## src/design/bb3_pkg.sv

```systemverilog
`timescale 1ns / 1ps
// Shared types, constants and helper functions of the 3x3 box blur.
package bb3_pkg;

  // Default frame limits and dimensions after reset
  localparam int unsigned MAX_WIDTH_DEF  = 2048;
  localparam int unsigned MAX_HEIGHT_DEF = 4096;
  localparam int unsigned RESET_WIDTH    = 640;
  localparam int unsigned RESET_HEIGHT   = 480;

  // Configuration port
  localparam int unsigned CFG_INDEX_W  = 1;
  localparam int unsigned CFG_DATA_W   = 13;
  localparam int unsigned CFG_WIDTH_W  = 12;
  localparam int unsigned CFG_HEIGHT_W = 13;
  localparam logic [CFG_INDEX_W-1:0] CFG_IMAGE_WIDTH  = 1'b0;
  localparam logic [CFG_INDEX_W-1:0] CFG_IMAGE_HEIGHT = 1'b1;

  // Input beat kinds carried on tuser
  localparam logic ACTION_PIXEL = 1'b0;
  localparam logic ACTION_DRAIN = 1'b1;

  // Datapath widths
  localparam int unsigned CHAN_W      = 8;
  localparam int unsigned NUM_CHAN    = 3;
  localparam int unsigned PIXEL_W     = NUM_CHAN * CHAN_W;
  localparam int unsigned SUM_W       = 12;   // nine times 255 fits
  localparam int unsigned CNT_W       = 4;    // up to nine neighbours
  localparam int unsigned NUM_W       = SUM_W + 1;
  localparam int unsigned RECIP_W     = 17;
  localparam int unsigned RECIP_SHIFT = 17;
  localparam int unsigned PROD_W      = NUM_W + RECIP_W;

  // Pixel with red in the lowest bits, as on the stream buses
  typedef struct packed {
    logic [CHAN_W-1:0] blue;
    logic [CHAN_W-1:0] green;
    logic [CHAN_W-1:0] red;
  } pixel_t;

  // One line store entry: the two rows above the current one
  typedef struct packed {
    pixel_t newer;
    pixel_t older;
  } line_pair_t;

  // Item held in the window stage
  typedef struct packed {
    pixel_t pix;
    logic   emit;
    logic   last;
    logic   row_lo_ok;
    logic   row_hi_ok;
    logic   col_lo_ok;
    logic   col_hi_ok;
  } item_t;

  // Masked neighbourhood sums handed to the divider
  typedef struct packed {
    logic [SUM_W-1:0] red_sum;
    logic [SUM_W-1:0] green_sum;
    logic [SUM_W-1:0] blue_sum;
    logic [CNT_W-1:0] count;
    logic             last;
  } sum_t;

  // Saturate a frame dimension into 1..hi
  function automatic int unsigned clamp_dim(input int unsigned v, input int unsigned hi);
    int unsigned r;
    if (v < 1) begin
      r = 1;
    end else if (v > hi) begin
      r = hi;
    end else begin
      r = v;
    end
    return r;
  endfunction

  // Reciprocal of 2*count scaled by 2**RECIP_SHIFT, rounded up; exact for sums up to 9*255
  function automatic logic [RECIP_W-1:0] recip(input logic [CNT_W-1:0] cnt);
    logic [RECIP_W-1:0] r;
    case (cnt)
      4'd1:    r = 17'd65536;
      4'd2:    r = 17'd32768;
      4'd3:    r = 17'd21846;
      4'd4:    r = 17'd16384;
      4'd6:    r = 17'd10923;
      4'd9:    r = 17'd7282;
      default: r = '0;
    endcase
    return r;
  endfunction

endpackage

```

## src/design/bb3_divide.sv

```systemverilog
`timescale 1ns / 1ps
// Rounded mean: (2*sum + count) / (2*count) by reciprocal multiply, into the output register.
module bb3_divide (
  input  logic            clk,
  input  logic            load,
  input  bb3_pkg::sum_t   sums,
  output bb3_pkg::pixel_t result,
  output logic            last
);

  localparam int unsigned NW = bb3_pkg::NUM_W;
  localparam int unsigned PW = bb3_pkg::PROD_W;
  localparam int unsigned CW = bb3_pkg::CHAN_W;

  logic [bb3_pkg::SUM_W-1:0]   chan_sum [3];
  logic [NW-1:0]               num      [3];
  logic [PW-1:0]               prod     [3];
  logic [CW-1:0]               quo      [3];
  logic [bb3_pkg::RECIP_W-1:0] recip_val;

  // One multiplier per channel, exact for every reachable sum
  always_comb begin
    chan_sum[0] = sums.red_sum;
    chan_sum[1] = sums.green_sum;
    chan_sum[2] = sums.blue_sum;
    recip_val   = bb3_pkg::recip(sums.count);
    for (int k = 0; k < 3; k++) begin
      num[k]  = {chan_sum[k], 1'b0} + NW'(sums.count);
      prod[k] = PW'(num[k]) * PW'(recip_val);
      quo[k]  = prod[k][bb3_pkg::RECIP_SHIFT +: CW];
    end
  end

  // Output register
  always_ff @(posedge clk) begin
    if (load) begin
      result.red   <= quo[0];
      result.green <= quo[1];
      result.blue  <= quo[2];
      last         <= sums.last;
    end
  end

endmodule

```

## config.mk

```make
export PLATFORM = sky130hd
export DESIGN_NAME = bb3_divide
export DESIGN_NICKNAME = d
export VERILOG_FILES = /design/src/design/bb3_pkg.sv /design/src/design/bb3_divide.sv
export SDC_FILE = /design/constraint.sdc
export NUM_CORES = 1
export LEC_CHECK = 0
export ABC_AREA = 1
export BUFFER_PORTS_ARGS = -buffer_cell sky130_fd_sc_hd__buf_2
export CAP_MARGIN = 20
export CELL_PAD_IN_SITES_DETAIL_PLACEMENT = 0
export CELL_PAD_IN_SITES_GLOBAL_PLACEMENT = 1
export CORE_ASPECT_RATIO = 1.25
export CORE_MARGIN = 2
export CORE_UTILIZATION = 50
export DETAILED_ROUTE_END_ITERATION = 10
export PLACE_DENSITY = 0.95
export SYNTH_ARGS = -nofsm -noshare
export SYNTH_HDL_FRONTEND = slang
export SYNTH_SLANG_ARGS = --single-unit
```

## constraint.sdc

```tcl
create_clock -name clk -period 8.25 [get_ports clk]
set_input_delay 0.825 -clock clk [delete_from_list [all_inputs] [get_ports clk]]
set_output_delay 0.825 -clock clk [all_outputs]
set_load 0.05 [all_outputs]
```

==> qor.yml <==
synthDistinctLibCells: 43
leak_pwr_nw: 10.5
max_fo_critical_path: 5
postCtsSetupBuffers: 0
drtIter0Drc: 761
power_density_over_the_cells_nw_per_um2: 104
timing.final.setup_violations: 0
die_area_um2: 36000
synth.top_cells.by_area: "sky130_fd_sc_hd__fa_1 48%, sky130_fd_sc_hd__inv_1 15%, sky130_fd_sc_hd__ha_1 12%, sky130_fd_sc_hd__nand2_1 6.3%, sky130_fd_sc_hd__edfxtp_1 4.4%"
ctsRootBufferMaster: "sky130_fd_sc_hd__clkbuf_16"
timing_max_transition_violations_final: 0
finalHoldViolCount: 0
global_route.usage.met2: 0.500
top_usage_layer: "met2"
postSynth.asyncResetShare: 0
fin_tns_setup_ns: 0
max_freq_mhz: 135
rel_slew_slack: 0.368
place.detailed.hpwl_um: 42800
synth_seq_cells: 25
detail-route-antenna-nets: 0
timing_worst_setup_path_type: "input port to flip-flop"
synthesized_cell_area_um2: 17200
final_cell_mix: "700 x sky130_fd_sc_hd__inv_1, 417 x sky130_fd_sc_hd__fa_1, 288 x sky130_fd_sc_hd__nand2_1"
synthDominantAreaCellType: "sky130_fd_sc_hd__fa_1"
grt_pass1_wl_um: 78100
floorplan.core_area_um2: 34200
cts_tree: "built"
worstPathArrival_ns: 7.44
worst_path_max_delay_cell: "sky130_fd_sc_hd__o31ai_1"
remaining_drc_errors: 0
start_util: 0.504
antenna_found_initial: 0
gp_congestion: 0.987
cts-resized-gates: 0
post_route_cells_drive_above_1_share: 0.0491
grt_use_met1: 0.370
drt_first_pass_iters: 6
via_per_inst: 5.11
netlist.area_leader.share: 0.484
outcome: "completed"
final_core_area_utilization: 0.534
fillCellCount: 3251
floorplan.die.width_um: 170
synth_seq_area_share: 0.0436
gr-usage-met3: 0.0363
cp-start-kind: "input port"
syn_inst: 2060
first_global_vias: 14600
timing.critical_path.mode_cell: "sky130_fd_sc_hd__inv_1"
htreeDepth: 1
slowest_delay_ns: 0.70
grt_setup_unrepaired: "false"
buffer_ports.inserted: 67
die_span_y_um: 212
synth_area_per_cell_um2: 8.37
cts_buffers: 3
hold_slack_ns: 0.700
ctsHoldBuffers: 0
clock_sink_count: 25
clock_tree.buffer_depth: 2
routed_wire_length_per_instance_um: 18.6
antenna_cells: 0
mostFrequentLayoutCell: "sky130_fd_sc_hd__inv_1"
dominantRegCellSynth: "sky130_fd_sc_hd__edfxtp_1"
min_period_ns: 7.39
gr-usage-all-layers: 0.290
rows: 76
synth_edf_count: 25
boundaryPins: 68
grt_start_max_net_pins: 29
maxCapViolCount: 0
min_path_type: "input port to flip-flop"
grt-ovfl-total: 0
vdd_ir_drop_max_mv: 0.0889
fin_nets: 2760
post-route-worst-setup-slack_ns: 0.862
area.growth.synth_to_final_pct: 6.03
routed-via-count: 13100
timing_worst_slew_pin_value_ns: 0.941
critPathRequiredTime_ns: 8.30
cts.clk_slew.worst_paths_ns: 0.09
dp_slack_ns: 0.605
routed_wirelength_um: 47700
endpoint_kind: "flip-flop"
yosys_warnings: 0
period_share: 0.896
[Yosys cell counts, types with 8 or more instances]
| library cell | n |
|---|---|
| sky130_fd_sc_hd__inv_1 | 700 |
| sky130_fd_sc_hd__fa_1 | 417 |
| sky130_fd_sc_hd__nand2_1 | 288 |
| sky130_fd_sc_hd__nor2_1 | 183 |
| sky130_fd_sc_hd__ha_1 | 162 |
| sky130_fd_sc_hd__a21oi_1 | 59 |
| sky130_fd_sc_hd__nand3_1 | 53 |
| sky130_fd_sc_hd__xor2_1 | 29 |
| sky130_fd_sc_hd__edfxtp_1 | 25 |
| sky130_fd_sc_hd__o21ai_0 | 23 |
| sky130_fd_sc_hd__clkbuf_1 | 15 |
| sky130_fd_sc_hd__nor3_1 | 14 |
| sky130_fd_sc_hd__xnor2_1 | 13 |
| sky130_fd_sc_hd__a21o_1 | 12 |
| sky130_fd_sc_hd__o31ai_1 | 8 |
[power breakdown]
part	total, mW	switching (mW)	internal (mW)	leakage [nW]
registers	0.208	0.0105	0.197	0.242
clock network	0.140	0.0732	0.0671	0.0371
logic	1.54	1.02	0.526	10.2
total	1.89	1.10	0.790	10.5
[stage by stage]
| stage | area, um2 | cells | total power, mW |
|---|---|---|---|
| 2_1_floorplan | 17300 | 2070 | 1.35 |
| 3_3_place_gp | 18200 | 2562 | 1.73 |
| 3_5_place_dp | 18200 | 2562 | 1.75 |
| 4_1_cts | 18300 | 2566 | 1.91 |
| 5_1_grt | 18300 | 2566 | 2.13 |
| 6_report | 18300 | 2566 | 1.89 |
[routing by layer]
| layer | routed length [um] | share of wire |
|---|---|---|
| met4 | 2230 | 0.047 |
| met1 | 18900 | 0.40 |
| met5 | 0 | 0 |
| met3 | 2730 | 0.057 |
| met2 | 23800 | 0.50 |
[flip-flops by register name (all words and copies together), names as in the netlist]
name and flops:
last 1, result 24
[final timing paths]
| path | start | to | depth (start not counted) |
|---|---|---|---|
| setup / recovery | sums[2] | result[21] | 30 |
| hold / removal | sums[0] | last | 1 |
[area by class of cell]
class                   count  area (um2)  area share
clock inverters             1        7.51    0.000411
multi-input cells        1317       13800       0.755
clock buffers               3        75.1     0.00411
flip-flops and latches     25         751      0.0411
inverters                 707        2650       0.145
well taps                 429         537      0.0294
repair buffers             84         463      0.0253
[worst max-delay path: cells and delay by family]
kind	cells	cell delay (ns)
adder cells (fa/ha/maj)	8	3.46
buffers and inverters	8	0.72
AND/OR/NAND/NOR	10	1.15
AO/OA/AOI/OAI	2	0.87
XOR/XNOR	2	0.42
[cell families (layout without fill, tap and decap cells)]
kind of cell / Yosys count / count (layout) / share of synthesized area
compound gates: 129 / 129 / 0.0444
xor+xnor: 42 / 42 / 0.0213
fa+ha+maj: 579 / 579 / 0.602
buf+inv: 728 / 795 / 0.159
flops: 25 / 25 / 0.0436
other cells: 2 / 12 / 0.000436
simple gates: 555 / 555 / 0.129
Power figures use the tool's default switching activity.
