<file path="config.mk">
export PLATFORM = sky130hd
export DESIGN_NAME = bb3_window
export DESIGN_NICKNAME = d
export VERILOG_FILES = /design/src/design/bb3_pkg.sv /design/src/design/bb3_window.sv
export SDC_FILE = /design/constraint.sdc
export NUM_CORES = 1
export LEC_CHECK = 0
export ABC_AREA = 1
export BUFFER_PORTS_ARGS = -buffer_cell sky130_fd_sc_hd__buf_2
export CAP_MARGIN = 20
export CORE_MARGIN = 4
export CORE_UTILIZATION = 45
export CTS_BUF_LIST = sky130_fd_sc_hd__clkbuf_16
export CTS_CLUSTER_DIAMETER = 120
export DETAILED_ROUTE_END_ITERATION = 10
export GPL_TIMING_DRIVEN = 0
export PLACE_DENSITY_LB_ADDON = 0.08
export SLEW_MARGIN = 15
export SYNTH_ARGS = -nofsm -noshare
export SYNTH_HDL_FRONTEND = slang
export SYNTH_SLANG_ARGS = --single-unit
</file>
<file path="constraint.sdc">
create_clock -name clk -period 12.2 [get_ports clk]
set_clock_uncertainty 0.15 [all_clocks]
set_input_delay 0.61 -clock clk [delete_from_list [all_inputs] [get_ports clk]]
set_output_delay 0.61 -clock clk [all_outputs]
set_load 0.02 [all_outputs]
</file>
<file path="src/design/bb3_pkg.sv">
`timescale 1ns / 1ps
// Shared types, constants and helper functions of the 3x3 box blur.
package bb3_pkg;

  // Default frame limits and dimensions after reset
  localparam int unsigned MAX_WIDTH_DEF  = 2048;
  localparam int unsigned MAX_HEIGHT_DEF = 4096;
  localparam int unsigned RESET_WIDTH    = 640;
  localparam int unsigned RESET_HEIGHT   = 480;

  // Configuration port
  localparam int unsigned CFG_INDEX_W  = 1;
  localparam int unsigned CFG_DATA_W   = 13;
  localparam int unsigned CFG_WIDTH_W  = 12;
  localparam int unsigned CFG_HEIGHT_W = 13;
  localparam logic [CFG_INDEX_W-1:0] CFG_IMAGE_WIDTH  = 1'b0;
  localparam logic [CFG_INDEX_W-1:0] CFG_IMAGE_HEIGHT = 1'b1;

  // Input beat kinds carried on tuser
  localparam logic ACTION_PIXEL = 1'b0;
  localparam logic ACTION_DRAIN = 1'b1;

  // Datapath widths
  localparam int unsigned CHAN_W      = 8;
  localparam int unsigned NUM_CHAN    = 3;
  localparam int unsigned PIXEL_W     = NUM_CHAN * CHAN_W;
  localparam int unsigned SUM_W       = 12;   // nine times 255 fits
  localparam int unsigned CNT_W       = 4;    // up to nine neighbours
  localparam int unsigned NUM_W       = SUM_W + 1;
  localparam int unsigned RECIP_W     = 17;
  localparam int unsigned RECIP_SHIFT = 17;
  localparam int unsigned PROD_W      = NUM_W + RECIP_W;

  // Pixel with red in the lowest bits, as on the stream buses
  typedef struct packed {
    logic [CHAN_W-1:0] blue;
    logic [CHAN_W-1:0] green;
    logic [CHAN_W-1:0] red;
  } pixel_t;

  // One line store entry: the two rows above the current one
  typedef struct packed {
    pixel_t newer;
    pixel_t older;
  } line_pair_t;

  // Item held in the window stage
  typedef struct packed {
    pixel_t pix;
    logic   emit;
    logic   last;
    logic   row_lo_ok;
    logic   row_hi_ok;
    logic   col_lo_ok;
    logic   col_hi_ok;
  } item_t;

  // Masked neighbourhood sums handed to the divider
  typedef struct packed {
    logic [SUM_W-1:0] red_sum;
    logic [SUM_W-1:0] green_sum;
    logic [SUM_W-1:0] blue_sum;
    logic [CNT_W-1:0] count;
    logic             last;
  } sum_t;

  // Saturate a frame dimension into 1..hi
  function automatic int unsigned clamp_dim(input int unsigned v, input int unsigned hi);
    int unsigned r;
    if (v < 1) begin
      r = 1;
    end else if (v > hi) begin
      r = hi;
    end else begin
      r = v;
    end
    return r;
  endfunction

  // Reciprocal of 2*count scaled by 2**RECIP_SHIFT, rounded up; exact for sums up to 9*255
  function automatic logic [RECIP_W-1:0] recip(input logic [CNT_W-1:0] cnt);
    logic [RECIP_W-1:0] r;
    case (cnt)
      4'd1:    r = 17'd65536;
      4'd2:    r = 17'd32768;
      4'd3:    r = 17'd21846;
      4'd4:    r = 17'd16384;
      4'd6:    r = 17'd10923;
      4'd9:    r = 17'd7282;
      default: r = '0;
    endcase
    return r;
  endfunction

endpackage

</file>
<file path="src/design/bb3_window.sv">
`timescale 1ns / 1ps
// 3x3 window: shift in one column per beat and register the masked channel sums.
module bb3_window (
  input  logic            clk,
  input  logic            rst,
  input  logic            shift,
  input  logic            capture,
  input  bb3_pkg::item_t  item,
  input  bb3_pkg::pixel_t older,
  input  bb3_pkg::pixel_t newer,
  output bb3_pkg::sum_t   sums
);

  localparam int unsigned CW = bb3_pkg::CHAN_W;
  localparam int unsigned SW = bb3_pkg::SUM_W;
  localparam int unsigned NW = bb3_pkg::CNT_W;

  bb3_pkg::pixel_t win      [3][3];
  bb3_pkg::pixel_t win_next [3][3];
  bb3_pkg::pixel_t col      [3];
  logic [SW-1:0]   row_sum  [3][3];   // [row][channel]
  logic [SW-1:0]   tot      [3];
  logic [NW-1:0]   n_rows;
  logic [NW-1:0]   n_cols;

  // Build the shifted window with the new column on the right
  always_comb begin
    col[0] = older;
    col[1] = newer;
    col[2] = item.pix;
    for (int r = 0; r < 3; r++) begin
      win_next[r][0] = win[r][1];
      win_next[r][1] = win[r][2];
      win_next[r][2] = col[r];
    end
  end

  // Sum each row over in-frame columns, then the in-frame rows
  always_comb begin
    for (int r = 0; r < 3; r++) begin
      for (int k = 0; k < 3; k++) begin
        row_sum[r][k] = (item.col_lo_ok ? SW'(win_next[r][0][CW*k +: CW]) : '0)
                      + SW'(win_next[r][1][CW*k +: CW])
                      + (item.col_hi_ok ? SW'(win_next[r][2][CW*k +: CW]) : '0);
      end
    end
    for (int k = 0; k < 3; k++) begin
      tot[k] = (item.row_lo_ok ? row_sum[0][k] : '0) + row_sum[1][k]
             + (item.row_hi_ok ? row_sum[2][k] : '0);
    end
    n_rows = NW'(1) + NW'(item.row_lo_ok) + NW'(item.row_hi_ok);
    n_cols = NW'(1) + NW'(item.col_lo_ok) + NW'(item.col_hi_ok);
  end

  // Advance the window on every beat leaving this stage
  always_ff @(posedge clk) begin
    if (rst) begin
      for (int r = 0; r < 3; r++) begin
        for (int c = 0; c < 3; c++) begin
          win[r][c] <= '0;
        end
      end
    end else if (shift) begin
      win <= win_next;
    end
  end

  // Hold the sums of a beat that produces a result
  always_ff @(posedge clk) begin
    if (capture) begin
      sums.red_sum   <= tot[0];
      sums.green_sum <= tot[1];
      sums.blue_sum  <= tot[2];
      sums.count     <= NW'(n_rows * n_cols);
      sums.last      <= item.last;
    end
  end

endmodule

</file>
==> impl_metrics.json, run 1 <==
{
  "status": "completed",
  "multiInputGateArea_mm2": 0.00839,
  "fp.dieH_um": 185,
  "tritoncts": "yes",
  "grt_pass1_vias": 11600,
  "required_ns": 12.25,
  "first_iter_violations": 807,
  "criticalPathCategory": "input port to flip-flop",
  "htree_levels": 4,
  "p_per_area_mw_per_mm2": 120,
  "synth-edff-count": 41,
  "num_rows": 64,
  "yosys.area.top_type": "dfxtp_1",
  "cts_resized": 0,
  "critPathMaxFanout": 10,
  "vias": 11900,
  "synth_cell_types": 26,
  "cts_hold_buf": 0,
  "synth-seq-cells": 185,
  "grt_max_degree": 42,
  "areaGrowthSynthToFinish_pct": 11.6,
  "drv_cap": 0,
  "tns_ns": 0,
  "final-setup-viol-count": 0,
  "yosysTopAreaCellShare": 0.204,
  "final_hold_viol_count": 0,
  "synth_fp_nets": 2175,
  "drt-vias-per-instance": 4.95,
  "crit_path_top_delay_cell": "fa_1",
  "whs_ns": 0.192,
  "yosysMostFrequentCell": "nand2_1",
  "yosys_warnings": 0,
  "synthTopCellsByArea": "dfxtp_1 (20%), fa_1 (18%), nand2_1 (17%), ha_1 (9.1%), edfxtp_1 (8.7%)",
  "gp_congestion": 0.858,
  "antenna_found_initial": 1,
  "endpoint_kind": "flip-flop",
  "drc_errors": 0,
  "cp_data_arrival_time_ns": 6.16,
  "synthTopCellsByCount": "nand2_1 (646), inv_1 (325), a21oi_1 (184), dfxtp_1 (144), fa_1 (126)",
  "die_w_um": 185,
  "start_util": 0.459,
  "clkSinkCount": 185,
  "max_stage_delay_ns": 0.55,
  "min_path_type": "input port to flip-flop",
  "seqCellArea_mm2": 0.00411,
  "dieArea_mm2": 0.0343,
  "insertion_delay_ns": 0.45,
  "start_kind": "input port",
  "max_freq_mhz": 164,
  "fillers": 3121,
  "root_buffer": "clkbuf_16",
  "grtUsageTotal": 0.237,
  "post_cts_buffers": 0,
  "antenna_cells": 0,
  "path_clk_slew_ns": 0.07,
  "relSlewSlack": 0.390,
  "synthArstFlopShare": 0,
  "io_buffer_count": 117,
  "grt_pass1_wl_um": 62900,
  "min_period_ns": 6.11,
  "syn_area_mm2": 0.0141,
  "io_pins": 123,
  "crit_family": "adder cells",
  "numCtsBuffers": 17,
  "yosysSeqAreaShare": 0.292,
  "ir_worst_vdd_mv": 0.104,
  "drt_wl_total_um": 39000,
  "routedWlPerCell_um": 16.2,
  "avgSynthCellArea_um2": 7.57,
  "leakage_nw": 8.62,
  "path_buf_inv": 8,
  "ys.flop_type": "dfxtp_1",
  "cts_buffer_depth": 2,
  "rsz0062_at_grt": "false",
  "ant_nets": 0,
  "post-route-period-util": 0.501,
  "drive_above_1_share": 0.103,
  "first_pass_iters": 5,
  "slew_viol_final": 0,
  "tightest_slew_ns": 0.915,
  "crit_top_cell": "nand2_1",
  "power_mw": 1.88,
  "dpl.hpwl_um": 30400,
  "coreArea_mm2": 0.0307,
  "final_nets": 2312,
  "grt-ovfl-total": 0,
  "synthCells": 1864
}
==> flip-flops by register name, indices dropped and copies added, names as in the netlist <==
signal,count
win,144
sums,41
==> area by class of cell <==
type	instances	area share
Buffer	67	0.0235
Clock buffer	18	0.0286
Clock inverter	14	0.00525
Inverter	328	0.0784
Multi-Input combinational cell	1284	0.533
Sequential cell	185	0.261
Tap cell	396	0.0315
Timing Repair Buffer	118	0.0385
==> cell families after synthesis <==
group                      count (synthesis)  synth area share
DFF                                      185             0.292
AOI/OAI and AO/OA                        228            0.0890
adders and majority gates                229             0.270
and+or+nand+nor                          815             0.228
xor gates and xnor gates                  12           0.00745
buffers and inverters                    395             0.114
==> layer usage <==
metal  share of wire  global-route usage
met5         0.00018                   0
met4           0.014              0.0487
met3           0.048              0.0330
met2            0.47               0.397
met1            0.47               0.330
==> report_power, final <==
group / internal [mW] / switching [mW] / total [mW] / leakage (nW)
Sequential: 0.704 / 0.0245 / 0.728 / 1.59
Clock: 0.269 / 0.253 / 0.522 / 0.260
Combinational: 0.225 / 0.407 / 0.632 / 6.77
==> per-stage QoR <==
stage | worst slack (ns) | cells | instance area [um^2] | util
floorplan | 6.63 | 1864 | 14100 | -
global placement | 5.69 | 2377 | 15200 | 0.494
detailed placement | 5.65 | 2377 | 15200 | 0.494
CTS | 6.12 | 2409 | 15700 | 0.511
global route | 5.71 | 2410 | 15700 | 0.512
finish | 6.09 | 2410 | 15700 | 0.512
==> path summary, 6_finish.rpt <==
kind	startpoint	endpoint	slack, ns	depth (start not counted)
min reg2reg	win[44]$_SDFFE_PP0P_	win[44]$_SDFFE_PP0P_	0.31	2
max reg2reg	win[9]$_SDFFE_PP0P_	sums[27]$_DFFE_PP_	6.88	25
min	item[4]	sums[0]$_DFFE_PP_	0.19	1
max	item[0]	sums[27]$_DFFE_PP_	6.09	27
==> cells in the final DEF (no fill, tap or decap), drive strengths merged, types with 12 or more instances in the layout <==
master	n
nand2	646
inv	328
a21oi	184
buf	169
dfxtp	144
fa	126
ha	103
nor2	84
nand3	51
edfxtp	41
clkbuf	34
a211oi	20
o21ai	18
nand3b	15
nand4	12
clkinv	12
==> worst reg2reg max path, stage by stage, from the launching register on <==
cell	delay (ns)
dfxtp_1	0.31
inv_1	0.07
fa_1	0.48
inv_1	0.07
ha_1	0.19
inv_1	0.07
fa_1	0.41
inv_1	0.09
nand3_1	0.07
nand2_1	0.13
nand2_1	0.09
nand3b_1	0.08
nand3_1	0.10
fa_1	0.55
inv_1	0.08
fa_1	0.54
inv_1	0.05
fa_1	0.52
inv_1	0.04
ha_1	0.36
nand2_1	0.09
nand2_1	0.09
a21oi_1	0.21
nand3_1	0.10
nand2_1	0.06
nand2_1	0.06
Note: power is estimated with default switching activity, not from simulation.
==> run 2: changes to the inputs <==
- clock period: 12.2 -> 4.9 ns (I/O delays scaled with it)
==> impl_metrics.json, run 2 (synthesized netlist as in run 1, its figures left out) <==
{
  "power_frac_seq": 0.358,
  "drt-vias-per-instance": 4.96,
  "grt-ovfl-total": 0,
  "dp_cells": 2377,
  "num_rows": 64,
  "gp_congestion": 0.872,
  "io_pins": 123,
  "relSlewSlack": 0.424,
  "drt_wl_total_um": 40600,
  "reg.largest.list": "win x144, sums x41",
  "drive_above_1_share": 0.144,
  "io_buffer_count": 117,
  "endpoint_kind": "flip-flop",
  "max_freq_mhz": 209,
  "numCtsBuffers": 17,
  "seqCellArea_mm2": 0.00412,
  "start_kind": "flip-flop",
  "power_mw": 5.07,
  "antenna_cells": 0,
  "fp.dieH_um": 185,
  "dpl.hpwl_um": 30300,
  "crit_chain": "nand2_2 -> fa_1 -> inv_2 -> ha_4 -> buf_4 -> nand3_4 -> nand3_4 -> a21oi_2 -> o21ai_2 -> fa_1 -> inv_1 -> fa_1 -> inv_1 -> fa_1 -> inv_1 -> ha_4 -> nand2_1 -> nand2_1 -> o21bai_4 -> buf_4 -> xor2_1",
  "mostFrequentLayoutCells": "nand2_1 (626), inv_1 (311), a21oi_1 (173)",
  "criticalPathCategory": "flip-flop to flip-flop",
  "ant_nets": 0,
  "critPathMaxFanout": 4,
  "first_pass_iters": 6,
  "coreArea_mm2": 0.0307,
  "crit_family": "adder cells",
  "htree_levels": 4,
  "final_hold_viol_count": 0,
  "grt_pass1_vias": 11900,
  "grtUsageTotal": 0.242,
  "die_w_um": 185,
  "r2r_start": "win[33]$_SDFFE_PP0P_",
  "grt_max_degree": 42,
  "ff2ff_path_depth": 21,
  "max_stage_delay_ns": 0.56,
  "critical_path.endpoint": "sums[22]$_DFFE_PP_",
  "clkSinkCount": 185,
  "dieArea_mm2": 0.0343,
  "required_ns": 4.96,
  "slew_viol_final": 0,
  "p_comb_frac": 0.365,
  "crit_path_top_delay_cell": "fa_1",
  "final_nets": 2393,
  "setup_ws_ns": 0.116,
  "final-setup-viol-count": 0,
  "vias": 12400,
  "pre_cts_ws_ns": -0.633,
  "p_sw_mw": 1.86,
  "dpl_cell_area_mm2": 0.0153,
  "root_buffer": "clkbuf_16",
  "drc_errors": 0,
  "r2r-end": "sums[22]$_DFFE_PP_",
  "p_per_area_mw_per_mm2": 299,
  "regMostFlops": "win",
  "grt_pass1_wl_um": 63900,
  "status": "completed",
  "insertion_delay_ns": 0.46,
  "crit_cells": 21,
  "crit_start": "win[33]$_SDFFE_PP0P_",
  "tightest_slew_ns": 0.864,
  "fillers": 2981,
  "fin_area_mm2": 0.0170,
  "first_iter_violations": 999,
  "min_path_type": "input port to flip-flop",
  "final_common_cell": "nand2_1",
  "multiInputGateArea_mm2": 0.00877,
  "rsz0062_at_grt": "true",
  "instances_no_fill": 2491,
  "path_buf_inv": 6,
  "cp_data_arrival_time_ns": 4.84,
  "post-route-period-util": 0.976,
  "drv_cap": 0,
  "r2r_setup_slack_ns": 0.12,
  "antenna_found_initial": 0,
  "clock_power_share": 0.277,
  "crit_top_cell": "fa_1",
  "routedWlPerCell_um": 16.3,
  "power.internal_mw": 3.21,
  "cts_buffer_depth": 2,
  "areaGrowthSynthToFinish_pct": 20.4,
  "leakage_nw": 9.05,
  "largest_reg_flops": 144,
  "tritoncts": "yes",
  "sw_frac_of_total": 0.367,
  "min_period_ns": 4.78,
  "ir_worst_vdd_mv": 0.277,
  "start_util": 0.459,
  "path_clk_slew_ns": 0.08
}
[run 2: changes by cell type in the layout (fill, tap and decap cells not counted), moves of 11 or more]
cell | previous run | this run
dlygate4sd3_1 | 0 | 73
nand2_1 | 646 | 626
inv_2 | 0 | 15
a21oi_1 | 184 | 173
ha_1 | 103 | 90
inv_1 | 326 | 311
nand2_2 | 0 | 15
[run 2: final cells by class]
| cell class | instances | share of cell area |
|---|---|---|
| Buffer | 67 | 0.0239 |
| Clock buffer | 18 | 0.0265 |
| Clock inverter | 14 | 0.00707 |
| Inverter | 328 | 0.0726 |
| Multi-Input combinational cell | 1284 | 0.516 |
| Sequential cell | 185 | 0.242 |
| Tap cell | 396 | 0.0292 |
| Timing Repair Buffer | 199 | 0.0822 |
[run 2: power groups by stage]
| stage | Combinational, mW | Clock (mW) | Sequential [mW] |
|---|---|---|---|
| after CTS | 1.70 | 1.44 | 1.82 |
| after floorplan | 1.01 | 0 | 1.97 |
| after global placement | 1.60 | 0 | 1.85 |
| after detailed placement | 1.62 | 0 | 1.85 |
| after global routing | 2.06 | 1.49 | 1.83 |
| final | 1.85 | 1.41 | 1.82 |
[run 2: how the worst min path moves through the flow]
stage / end / from / cells past startpoint / slack [ns]
2_1_floorplan: sums[0]$_DFFE_PP_ / item[4] / 0 / 0.19
3_3_place_gp: sums[0]$_DFFE_PP_ / item[4] / 1 / 0.28
3_5_place_dp: sums[0]$_DFFE_PP_ / item[4] / 1 / 0.28
4_1_cts: win[106]$_SDFFE_PP0P_ / shift / 4 / 0.14
5_1_grt: sums[17]$_DFFE_PP_ / capture / 1 / 0.16
6_report: sums[17]$_DFFE_PP_ / capture / 1 / 0.14
[run 2: worst reg2reg max path, cell delays in order, from the launching register on]
cell and delay (ns):
dfxtp_2 0.34, nand2_2 0.05, fa_1 0.56, inv_2 0.05, ha_4 0.16, buf_4 0.14, nand3_4 0.08, nand3_4 0.09
a21oi_2 0.14, o21ai_2 0.10, fa_1 0.50, inv_1 0.05, fa_1 0.55, inv_1 0.07, fa_1 0.53, inv_1 0.07
ha_4 0.27, nand2_1 0.07, nand2_1 0.09, o21bai_4 0.20, buf_4 0.14, xor2_1 0.13
[run 2: stage by stage]
step                hold slack [ns]  utilization  TNS [ns]
floorplan                     0.194            -         0
global placement              0.277        0.497     -4.08
CTS                           0.140        0.542   -0.0386
finish                        0.142        0.552         0
global route                  0.158        0.552    -0.190
detailed placement            0.283        0.497     -4.39
[run 2: metal layers]
| metal | vias to the layer above | global-route usage | wire (um) |
|---|---|---|---|
| li1 | 6179 | - | - |
| met1 | 5846 | 0.332 | 18400 |
| met2 | 293 | 0.398 | 19200 |
| met3 | 41 | 0.0426 | 2250 |
| met4 | 0 | 0.0608 | 754 |
| met5 | - | 0 | 0 |
[run 2: what timing repair did]
action,CTS,global route
resized for setup,25,70
pin swaps,12,43
hold buffers,73,0
endpoints found under the hold margin,73,0
setup endpoints to repair,7,16
setup buffers,2,6
gates cloned,0,0
